===== src/design/jstl_pkg.sv =====
// Shared types, codes and constants of the JSON scalar token lexer.
package jstl_pkg;

  // Lexer modes, one-hot
  typedef enum logic [7:0] {
    MODE_IDLE    = 8'b0000_0001,
    MODE_TRUE    = 8'b0000_0010,
    MODE_FALSE   = 8'b0000_0100,
    MODE_NULL    = 8'b0000_1000,
    MODE_INT     = 8'b0001_0000,
    MODE_FRAC    = 8'b0010_0000,
    MODE_EXPSIGN = 8'b0100_0000,
    MODE_EXPDIG  = 8'b1000_0000
  } mode_t;

  // Token kinds
  localparam logic [2:0] KIND_TRUE    = 3'd0;
  localparam logic [2:0] KIND_FALSE   = 3'd1;
  localparam logic [2:0] KIND_NULL    = 3'd2;
  localparam logic [2:0] KIND_INTEGER = 3'd3;
  localparam logic [2:0] KIND_NATURAL = 3'd4;
  localparam logic [2:0] KIND_REAL    = 3'd5;
  localparam logic [2:0] KIND_PASS    = 3'd6;
  localparam logic [2:0] KIND_ERROR   = 3'd7;

  // Error codes
  localparam logic [2:0] ERR_NONE      = 3'd0;
  localparam logic [2:0] ERR_FALSE_EXP = 3'd1;
  localparam logic [2:0] ERR_NULL_EXP  = 3'd2;
  localparam logic [2:0] ERR_TRUE_EXP  = 3'd3;
  localparam logic [2:0] ERR_NUM_EXP   = 3'd4;
  localparam logic [2:0] ERR_REAL_EXP  = 3'd5;

  // Whitespace bytes skipped while idle
  localparam logic [7:0] CH_NUL = 8'h00;
  localparam logic [7:0] CH_TAB = 8'h09;
  localparam logic [7:0] CH_LF  = 8'h0A;
  localparam logic [7:0] CH_CR  = 8'h0D;
  localparam logic [7:0] CH_SP  = 8'h20;

  // Result queue geometry
  localparam int FIFO_DEPTH = 4;
  localparam int FIFO_AW    = $clog2(FIFO_DEPTH);
  localparam int FIFO_CW    = $clog2(FIFO_DEPTH + 1);

  typedef struct packed {
    logic [7:0] in_byte;
    logic       end_of_input;
  } lex_in_t;

  typedef struct packed {
    logic [2:0]  token_kind;
    logic [2:0]  error_code;
    logic [63:0] magnitude;
    logic        is_negative;
    logic        range_flag;
    logic [7:0]  passed_byte;
    logic        last_of_run;
  } lex_out_t;

  typedef struct packed {
    mode_t       mode;
    logic [1:0]  lit_pos;
    logic [63:0] digit_value;
    logic        minus_seen;
    logic        part_digit_seen;
    logic        overflow_seen;
  } lex_state_t;

  // Expected letter of a literal after its first letter
  function automatic logic [7:0] lit_char(input mode_t mode, input logic [1:0] pos);
    logic [7:0] c;
    c = 8'h00;
    case (mode)
      MODE_TRUE: begin
        case (pos)
          2'd0: c = "r";
          2'd1: c = "u";
          2'd2: c = "e";
          default: c = 8'h00;
        endcase
      end
      MODE_FALSE: begin
        case (pos)
          2'd0: c = "a";
          2'd1: c = "l";
          2'd2: c = "s";
          default: c = "e";
        endcase
      end
      MODE_NULL: begin
        case (pos)
          2'd0: c = "u";
          2'd1: c = "l";
          2'd2: c = "l";
          default: c = 8'h00;
        endcase
      end
      default: c = 8'h00;
    endcase
    return c;
  endfunction

endpackage


===== src/design/jstl_step.sv =====
// Combinational lexer step: next state and up to two results for one byte.
module jstl_step (
  input  jstl_pkg::lex_state_t cur,
  input  jstl_pkg::lex_in_t    item,
  output jstl_pkg::lex_state_t nxt,
  output jstl_pkg::lex_out_t   res_a,
  output jstl_pkg::lex_out_t   res_b,
  output logic [1:0]           res_count
);

  logic [7:0]  b;
  logic        is_dig;
  logic [63:0] dig;
  logic [67:0] acc_wide;
  logic        acc_ovf;
  logic        use_idle;
  logic        va;
  logic        vb;
  logic        idle_emit;
  logic        is_space;
  logic        is_e;
  logic [1:0]  lit_last;
  jstl_pkg::lex_out_t int_res;
  jstl_pkg::lex_out_t blank;

  assign b        = item.in_byte;
  assign is_dig   = (b >= "0") && (b <= "9");
  assign dig      = {60'd0, 4'(b - "0")};
  assign is_e     = (b == "e") || (b == "E");
  assign is_space = (b == jstl_pkg::CH_NUL) || (b == jstl_pkg::CH_TAB) ||
                    (b == jstl_pkg::CH_LF) || (b == jstl_pkg::CH_CR) ||
                    (b == jstl_pkg::CH_SP);

  // Multiply by ten and add the digit; any carry out of 64 bits is overflow
  assign acc_wide = {1'b0, cur.digit_value, 3'b000} + {3'b000, cur.digit_value, 1'b0} +
                    {4'd0, dig};
  assign acc_ovf  = cur.overflow_seen || (acc_wide[67:64] != 4'd0);

  // Integer token from the accumulated magnitude
  always_comb begin
    int_res             = '0;
    int_res.magnitude   = cur.digit_value;
    int_res.is_negative = cur.minus_seen;
    if (cur.minus_seen) begin
      int_res.token_kind = jstl_pkg::KIND_INTEGER;
      int_res.range_flag = cur.overflow_seen ||
                           (cur.digit_value[63] && (cur.digit_value[62:0] != 63'd0));
    end else begin
      int_res.token_kind = cur.digit_value[63] ? jstl_pkg::KIND_NATURAL
                                               : jstl_pkg::KIND_INTEGER;
      int_res.range_flag = cur.overflow_seen;
    end
  end

  assign lit_last = (cur.mode == jstl_pkg::MODE_FALSE) ? 2'd3 : 2'd2;

  always_comb begin
    blank     = '0;
    nxt       = cur;
    res_a     = '0;
    res_b     = '0;
    va        = 1'b0;
    vb        = 1'b0;
    use_idle  = 1'b0;
    idle_emit = 1'b0;

    if (item.end_of_input) begin
      // Flush the open token at end of input
      case (cur.mode)
        jstl_pkg::MODE_TRUE: begin
          va = 1'b1;
          res_a.token_kind = jstl_pkg::KIND_ERROR;
          res_a.error_code = jstl_pkg::ERR_TRUE_EXP;
        end
        jstl_pkg::MODE_FALSE: begin
          va = 1'b1;
          res_a.token_kind = jstl_pkg::KIND_ERROR;
          res_a.error_code = jstl_pkg::ERR_FALSE_EXP;
        end
        jstl_pkg::MODE_NULL: begin
          va = 1'b1;
          res_a.token_kind = jstl_pkg::KIND_ERROR;
          res_a.error_code = jstl_pkg::ERR_NULL_EXP;
        end
        jstl_pkg::MODE_INT: begin
          va = 1'b1;
          if (cur.part_digit_seen) begin
            res_a = int_res;
          end else begin
            res_a.token_kind = jstl_pkg::KIND_ERROR;
            res_a.error_code = jstl_pkg::ERR_NUM_EXP;
          end
        end
        jstl_pkg::MODE_FRAC, jstl_pkg::MODE_EXPDIG: begin
          va = 1'b1;
          if (cur.part_digit_seen) begin
            res_a.token_kind = jstl_pkg::KIND_REAL;
          end else begin
            res_a.token_kind = jstl_pkg::KIND_ERROR;
            res_a.error_code = jstl_pkg::ERR_REAL_EXP;
          end
        end
        jstl_pkg::MODE_EXPSIGN: begin
          va = 1'b1;
          res_a.token_kind = jstl_pkg::KIND_ERROR;
          res_a.error_code = jstl_pkg::ERR_REAL_EXP;
        end
        default: va = 1'b0;
      endcase
      nxt.mode    = jstl_pkg::MODE_IDLE;
      nxt.lit_pos = 2'd0;
    end else begin
      case (cur.mode)
        // Match literal letters
        jstl_pkg::MODE_TRUE, jstl_pkg::MODE_FALSE, jstl_pkg::MODE_NULL: begin
          if (b != jstl_pkg::lit_char(cur.mode, cur.lit_pos)) begin
            va = 1'b1;
            res_a.token_kind = jstl_pkg::KIND_ERROR;
            res_a.error_code = (cur.mode == jstl_pkg::MODE_TRUE) ? jstl_pkg::ERR_TRUE_EXP :
                               (cur.mode == jstl_pkg::MODE_FALSE) ? jstl_pkg::ERR_FALSE_EXP :
                                                                    jstl_pkg::ERR_NULL_EXP;
            nxt.mode = jstl_pkg::MODE_IDLE;
          end else if (cur.lit_pos == lit_last) begin
            va = 1'b1;
            res_a.token_kind = (cur.mode == jstl_pkg::MODE_TRUE) ? jstl_pkg::KIND_TRUE :
                               (cur.mode == jstl_pkg::MODE_FALSE) ? jstl_pkg::KIND_FALSE :
                                                                    jstl_pkg::KIND_NULL;
            nxt.mode    = jstl_pkg::MODE_IDLE;
            nxt.lit_pos = 2'd0;
          end else begin
            nxt.lit_pos = cur.lit_pos + 2'd1;
          end
        end
        // Accumulate integer digits, saturating on overflow
        jstl_pkg::MODE_INT: begin
          if (is_dig) begin
            nxt.overflow_seen   = acc_ovf;
            nxt.digit_value     = acc_ovf ? '1 : acc_wide[63:0];
            nxt.part_digit_seen = 1'b1;
          end else if (!cur.part_digit_seen) begin
            va = 1'b1;
            res_a.token_kind = jstl_pkg::KIND_ERROR;
            res_a.error_code = jstl_pkg::ERR_NUM_EXP;
            nxt.mode = jstl_pkg::MODE_IDLE;
          end else if (b == ".") begin
            nxt.mode            = jstl_pkg::MODE_FRAC;
            nxt.part_digit_seen = 1'b0;
          end else if (is_e) begin
            nxt.mode            = jstl_pkg::MODE_EXPSIGN;
            nxt.part_digit_seen = 1'b0;
          end else begin
            va       = 1'b1;
            res_a    = int_res;
            use_idle = 1'b1;
          end
        end
        // Fraction and exponent digits
        jstl_pkg::MODE_FRAC, jstl_pkg::MODE_EXPDIG: begin
          if (is_dig) begin
            nxt.part_digit_seen = 1'b1;
          end else if (!cur.part_digit_seen) begin
            va = 1'b1;
            res_a.token_kind = jstl_pkg::KIND_ERROR;
            res_a.error_code = jstl_pkg::ERR_REAL_EXP;
            nxt.mode = jstl_pkg::MODE_IDLE;
          end else if ((cur.mode == jstl_pkg::MODE_FRAC) && is_e) begin
            nxt.mode            = jstl_pkg::MODE_EXPSIGN;
            nxt.part_digit_seen = 1'b0;
          end else begin
            va               = 1'b1;
            res_a.token_kind = jstl_pkg::KIND_REAL;
            use_idle         = 1'b1;
          end
        end
        // Optional exponent sign
        jstl_pkg::MODE_EXPSIGN: begin
          if (is_dig || (b == "-") || (b == "+")) begin
            nxt.mode            = jstl_pkg::MODE_EXPDIG;
            nxt.part_digit_seen = is_dig;
          end else begin
            va = 1'b1;
            res_a.token_kind = jstl_pkg::KIND_ERROR;
            res_a.error_code = jstl_pkg::ERR_REAL_EXP;
            nxt.mode = jstl_pkg::MODE_IDLE;
          end
        end
        default: use_idle = 1'b1;
      endcase
    end

    // Dispatch on a token's first byte
    if (use_idle) begin
      nxt.lit_pos = 2'd0;
      if (is_space) begin
        nxt.mode = jstl_pkg::MODE_IDLE;
      end else if (b == "t") begin
        nxt.mode = jstl_pkg::MODE_TRUE;
      end else if (b == "f") begin
        nxt.mode = jstl_pkg::MODE_FALSE;
      end else if (b == "n") begin
        nxt.mode = jstl_pkg::MODE_NULL;
      end else if ((b == "-") || is_dig) begin
        nxt.mode            = jstl_pkg::MODE_INT;
        nxt.minus_seen      = (b == "-");
        nxt.part_digit_seen = is_dig;
        nxt.digit_value     = is_dig ? dig : 64'd0;
        nxt.overflow_seen   = 1'b0;
      end else begin
        nxt.mode  = jstl_pkg::MODE_IDLE;
        idle_emit = 1'b1;
      end
    end

    // Pass the byte on into the first free slot
    if (idle_emit) begin
      if (va) begin
        vb                = 1'b1;
        res_b             = blank;
        res_b.token_kind  = jstl_pkg::KIND_PASS;
        res_b.passed_byte = b;
      end else begin
        va                = 1'b1;
        res_a.token_kind  = jstl_pkg::KIND_PASS;
        res_a.passed_byte = b;
      end
    end

    // Mark the final result of this byte
    if (vb) begin
      res_b.last_of_run = 1'b1;
    end else if (va) begin
      res_a.last_of_run = 1'b1;
    end
    res_count = {vb, va & ~vb};
  end

endmodule


===== src/design/jstl_fifo.sv =====
// Result queue: takes up to two results a cycle, hands out one when the reader is ready.
module jstl_fifo (
  input  logic                 clk,
  input  logic                 rst,
  input  logic [1:0]           push_count,
  input  jstl_pkg::lex_out_t   push_a,
  input  jstl_pkg::lex_out_t   push_b,
  output logic                 room_two,
  output logic                 token_valid,
  input  logic                 token_ready,
  output jstl_pkg::lex_out_t   token
);

  jstl_pkg::lex_out_t          entries [jstl_pkg::FIFO_DEPTH];
  logic [jstl_pkg::FIFO_AW-1:0] wr_ptr;
  logic [jstl_pkg::FIFO_AW-1:0] rd_ptr;
  logic [jstl_pkg::FIFO_CW-1:0] count;
  logic [jstl_pkg::FIFO_AW-1:0] wr_ptr_b;
  logic                         pop;

  assign pop         = token_valid && token_ready;
  assign token_valid = (count != '0);
  assign token       = entries[rd_ptr];
  assign room_two    = (count <= jstl_pkg::FIFO_CW'(jstl_pkg::FIFO_DEPTH - 2));
  assign wr_ptr_b    = wr_ptr + 1'b1;

  // Store results in order
  always_ff @(posedge clk) begin
    if (push_count != 2'd0) begin
      entries[wr_ptr] <= push_a;
    end
    if (push_count == 2'd2) begin
      entries[wr_ptr_b] <= push_b;
    end
  end

  // Advance pointers and occupancy
  always_ff @(posedge clk) begin
    if (rst) begin
      wr_ptr <= '0;
      rd_ptr <= '0;
      count  <= '0;
    end else begin
      wr_ptr <= wr_ptr + jstl_pkg::FIFO_AW'(push_count);
      if (pop) begin
        rd_ptr <= rd_ptr + 1'b1;
      end
      count <= count + jstl_pkg::FIFO_CW'(push_count) - jstl_pkg::FIFO_CW'(pop);
    end
  end

endmodule


===== src/design/json_scalar_token_lexer_core.sv =====
// Top level of the JSON scalar token lexer: input register, lexer step, result queue.
// A byte sits in the input register from the edge that takes its request; once it is processed,
// its results are written to the result queue and offered from there (later under back-pressure).
// Throughput: one byte per cycle while the queue has room; each result is handed out on its own.
// The four-entry result queue must have room for two results before a byte is processed.
// Reset: synchronous, clears the lexer to idle, empties the queue and drops the input register.
module json_scalar_token_lexer_core (
  input  logic                 clk,
  input  logic                 rst,
  input  logic                 item_valid,
  output logic                 item_ready,
  input  jstl_pkg::lex_in_t    item,
  output logic                 token_valid,
  input  logic                 token_ready,
  output jstl_pkg::lex_out_t   token
);

  logic                 stage_valid;
  jstl_pkg::lex_in_t    stage;
  jstl_pkg::lex_state_t lex_state;
  jstl_pkg::lex_state_t lex_state_next;
  jstl_pkg::lex_out_t   res_a;
  jstl_pkg::lex_out_t   res_b;
  logic [1:0]           res_count;
  logic [1:0]           push_count;
  logic                 room_two;
  logic                 fire;

  assign fire       = stage_valid && room_two;
  assign item_ready = !stage_valid || fire;
  assign push_count = fire ? res_count : 2'd0;

  // Hold the accepted request until the queue has room
  always_ff @(posedge clk) begin
    if (rst) begin
      stage_valid <= 1'b0;
    end else if (item_ready) begin
      stage_valid <= item_valid;
    end
  end

  always_ff @(posedge clk) begin
    if (item_ready && item_valid) begin
      stage <= item;
    end
  end

  // Advance lexer state when a byte is processed
  always_ff @(posedge clk) begin
    if (rst) begin
      lex_state.mode            <= jstl_pkg::MODE_IDLE;
      lex_state.lit_pos         <= 2'd0;
      lex_state.digit_value     <= 64'd0;
      lex_state.minus_seen      <= 1'b0;
      lex_state.part_digit_seen <= 1'b0;
      lex_state.overflow_seen   <= 1'b0;
    end else if (fire) begin
      lex_state <= lex_state_next;
    end
  end

  jstl_step u_step (
    .cur       (lex_state),
    .item      (stage),
    .nxt       (lex_state_next),
    .res_a     (res_a),
    .res_b     (res_b),
    .res_count (res_count)
  );

  jstl_fifo u_fifo (
    .clk         (clk),
    .rst         (rst),
    .push_count  (push_count),
    .push_a      (res_a),
    .push_b      (res_b),
    .room_two    (room_two),
    .token_valid (token_valid),
    .token_ready (token_ready),
    .token       (token)
  );

endmodule


===== config.mk =====
export PLATFORM = sky130hd
export DESIGN_NAME = json_scalar_token_lexer_core
export DESIGN_NICKNAME = d
export VERILOG_FILES = /design/src/design/jstl_pkg.sv /design/src/design/jstl_step.sv /design/src/design/jstl_fifo.sv /design/src/design/json_scalar_token_lexer_core.sv
export SDC_FILE = /design/constraint.sdc
export NUM_CORES = 1
export LEC_CHECK = 0
export BUFFER_PORTS_ARGS = -buffer_cell sky130_fd_sc_hd__buf_2
export CAP_MARGIN = 20
export CORE_MARGIN = 2
export CORE_UTILIZATION = 45
export CTS_CLUSTER_SIZE = 16
export DETAILED_ROUTE_END_ITERATION = 7
export SETUP_SLACK_MARGIN = 0.4
export SYNTH_ARGS = -nofsm -noshare
export SYNTH_HDL_FRONTEND = slang
export SYNTH_HIERARCHICAL = 1
export SYNTH_SLANG_ARGS = --single-unit

===== constraint.sdc =====
create_clock -name clk -period 10 [get_ports clk]
set_input_delay 2 -clock clk [delete_from_list [all_inputs] [get_ports clk]]
set_output_delay 2 -clock clk [all_outputs]
set_load 0.02 [all_outputs]

==> impl_results.md <==
- Post-Synth XOR/XNOR Area: 2.28%
- Lkg Pwr: 11.7 nW
- Final min period: 6580 ps
- Reg2reg setup slack: 3420 ps
- Dpl cell area: 0.0286 mm²
- Synth Area in Adders: 6.32%
- Worst hold endpoint: u_fifo/rd_ptr[1]
- Number of synthesized flops with an enable pin: 333
- IO buf count: 95
- # DRC: 0
- # nets final: 2586
- Cells on worst reg2reg path: 14
- Seq/Total Area, Yosys: 41.9%
- CP required: 10200 ps
- Place WS: 3470 ps
- Hold Path Depth: 2
- DP Wirelength: 46300 µm
- CTS H-tree depth: 2
- Min-delay worst type: reg2reg
- Count of final hold-check violations: 0
- DR iter-0 viols: 1489
- Netlist cell types: 89
- CTS root buffer: clkbuf_16
- Syn-to-layout area delta: 7.05%
- Power per Cell Area: 148 mW/mm²
- Synth Warn #: 6
- Antenna-violating nets left: 0
- Vias in the first global route: 19400
- Post-Synth Simple-Gate Area: 9.85%
- Largest net degree at the start of global routing: 90
- Max Fclk: 152 MHz
- Hold path start: u_fifo/rd_ptr[1]
- Syn Inst Count: 2444
- Worst skew pair latency: 590 ps
- Slew Viols, Final: 0
- Chip Width: 254 µm
- Mapped cell area: 0.0281 mm²
- TNS Setup: 0 ps
- Core area: 0.0617 mm²
- First-pass GRT wire length: 113000 µm
- Initial Util: 45.5%
- Synth Area in Compound Gates: 13.6%
- Ys flop type: edfxtp_1
- Clock slew at reported path FFs: 60 ps
- Hold-fix buffer count after cts: 0
- Outcome: completed
- Ys async rst share: 0%
- Die area: 0.0643 mm²
- Layout cell share with drive strength beyond 1: 26.8%
- Clk buf depth: 3
- Setup Skew: 21.2 ps
- Die height: 254 µm
- Worst setup margin: 3420 ps
- Synthesis-stage register bit count: 420
- WP data arrival: 6770 ps
- Final setup viols: 0
- ANT cells: 0
- RSZ-0062 raised after global routing: false
- Rows: 91
- Fin cells: 3307
- Slew headroom: 27.4%
- Worst-margin pin slew: 1080 ps
- Vias per cell: 5.94
- GRT Total Usage: 22.3%
- Avg WL per Cell: 21.8 µm
- DR vias: 19700
- R2r startpoint: lex_state[70]
- Router iterations before antenna repair: 6
- Peak supply drop: 0.000119 V
- # Post-CTS Setup Buffers: 0
- Filler Cells Inserted: 5616
- Largest family of logic cells by synthesized area: multiplexers
- I/O pin count: 96
- Number of buffers created by CTS: 47
- Setup crit start kind: flip-flop
- Final Cycle Share: 65.8%
- Design Area, Final: 0.0300 mm²
- Post_cts resized: 0
- Initial antenna violation count: 0
- Setup Crit Path Kind: reg2reg
- CTS tree: yes
- CTS Sinks: 420
- Mean Syn Cell Area: 11.5 µm²
- Mux cell area share after synthesis: 19.7%
- Crit path max fanout: 52
- Final RePlAce weighted congestion: 0.888
- Routed WL: 72000 µm
- Global route overflow: 0
- Placed cell count: 3221
- Max Cap Viol: 0
- Area of the multi-input gates: 0.0149 mm²
- FF/Latch Area: 0.0118 mm²
- Critical path capture point type: flip-flop
- RR Endpoint: u_fifo/entries[2][67]
-- worst max-delay path by stage --
stage	startpoint	endpoint	slack (ps)
floorplan	lex_state[67]	u_fifo/entries[2][0]	2210
global placement	lex_state[70]	u_fifo/entries[2][56]	3620
detailed placement	lex_state[70]	u_fifo/entries[2][61]	3470
CTS	lex_state[70]	u_fifo/entries[2][63]	3450
global route	lex_state[71]	u_fifo/entries[2][63]	3120
finish	lex_state[70]	u_fifo/entries[2][67]	3420
-- routing by layer --
metal / vias to the layer above / part of all wire (%) / GRT usage (%)
li1: 9221 / - / -
met1: 9903 / 46 / 31.8
met2: 472 / 48 / 36.4
met3: 61 / 4.6 / 2.78
met4: 0 / 1.4 / 4.81
met5: - / 0 / 0
-- placed cells by master (no fill, tap or decap), types with 26 or more instances in the layout --
cell,count
a21bo_1,37
edfxtp_1,333
xnor2_1,32
clkbuf_16,47
ha_1,137
o21ai_0,106
xor2_1,36
inv_1,43
and2_1,78
mux4_2,81
nand3_1,101
nand2_1,84
buf_2,94
nor4_1,26
mux2_2,320
o21ai_1,26
nand4_1,30
a31oi_1,74
dfxtp_1,84
buf_4,26
conb_1,70
a21oi_1,188
nor2_1,75
a21bo_2,39
nor3_1,26
-- state kept, by name (all words and copies together) (netlist names), named ones only --
signal	count
lex_state	77
stage	9
u_fifo/count	3
u_fifo/wr_ptr	2
stage_valid	1
u_fifo/rd_ptr	2
u_fifo/entries	324
-- cells in the mapped netlist, drive strengths merged (5+ instances only) --
master,instances,area share (%)
and3,19,0.42
a211oi,7,0.19
dfxtp,87,6.2
nand2,85,1.1
nand3,101,1.8
nor4b,5,0.20
nand4,31,0.71
nor2,78,1.0
o211ai,7,0.19
xnor2,32,1.0
nand2b,11,0.25
inv,44,0.59
o21a,6,0.16
mux2,328,13
a21boi,7,0.19
a21bo,76,2.7
mux4,81,6.5
and2,78,1.7
o21bai,17,0.45
o21ai,134,2.4
ha,137,6.1
a21oi,189,3.4
a31oi,75,1.7
clkbuf,66,0.89
edfxtp,333,36
buf,186,4.9
o22ai,5,0.11
a21o,22,0.59
nor3,28,0.54
nor4,27,0.62
xor2,36,1.1
nor2b,25,0.57
-- cells by family (layout without fill, tap and decap cells) --
| group | Yosys count | in the layout |
|---|---|---|
| compound gates | 590 | 590 |
| xor+xnor | 70 | 70 |
| fa+ha+maj | 140 | 140 |
| buf+inv | 297 | 254 |
| flops | 420 | 420 |
| mux | 411 | 411 |
| other cells | 1 | 70 |
| simple gates | 515 | 515 |
-- report_power, final --
group	internal (W)	total (W)	switching, W
logic	0.000302	0.000784	0.000481
registers	0.00191	0.00197	0.0000602
clock network	0.000961	0.00168	0.000716
total	0.00318	0.00443	0.00126
-- critical path: stages, from the launching register on --
cell and delay, ps:
dfxtp_1 670, inv_2 130, or4_1 560, a221oi_2 270, xor2_1 100, nor4b_1 360
nand4_2 280, a211oi_1 410, a31oi_1 160, buf_4 200, ha_1 390, and3_1 320
and4bb_4 810, o21bai_4 570, buf_4 850
-- layout make-up --
cell class,count,area share [%]
clock inverters,25,0.721
multi-input cells,1796,49.5
flip-flops and latches,420,39.1
inverters,45,0.563
well taps,837,3.49
repair buffers,123,2.40
clock buffers,61,4.16
-- stage by stage --
step	util, %	hold slack, ps	power, W
after CTS	48.7	585	0.00449
after global routing	48.7	638	0.00461
after global placement	46.3	546	0.00280
after detailed placement	46.3	572	0.00281
final	48.7	577	0.00443
after floorplan	-	535	0.00261
(Power assumes the default switching activity.)
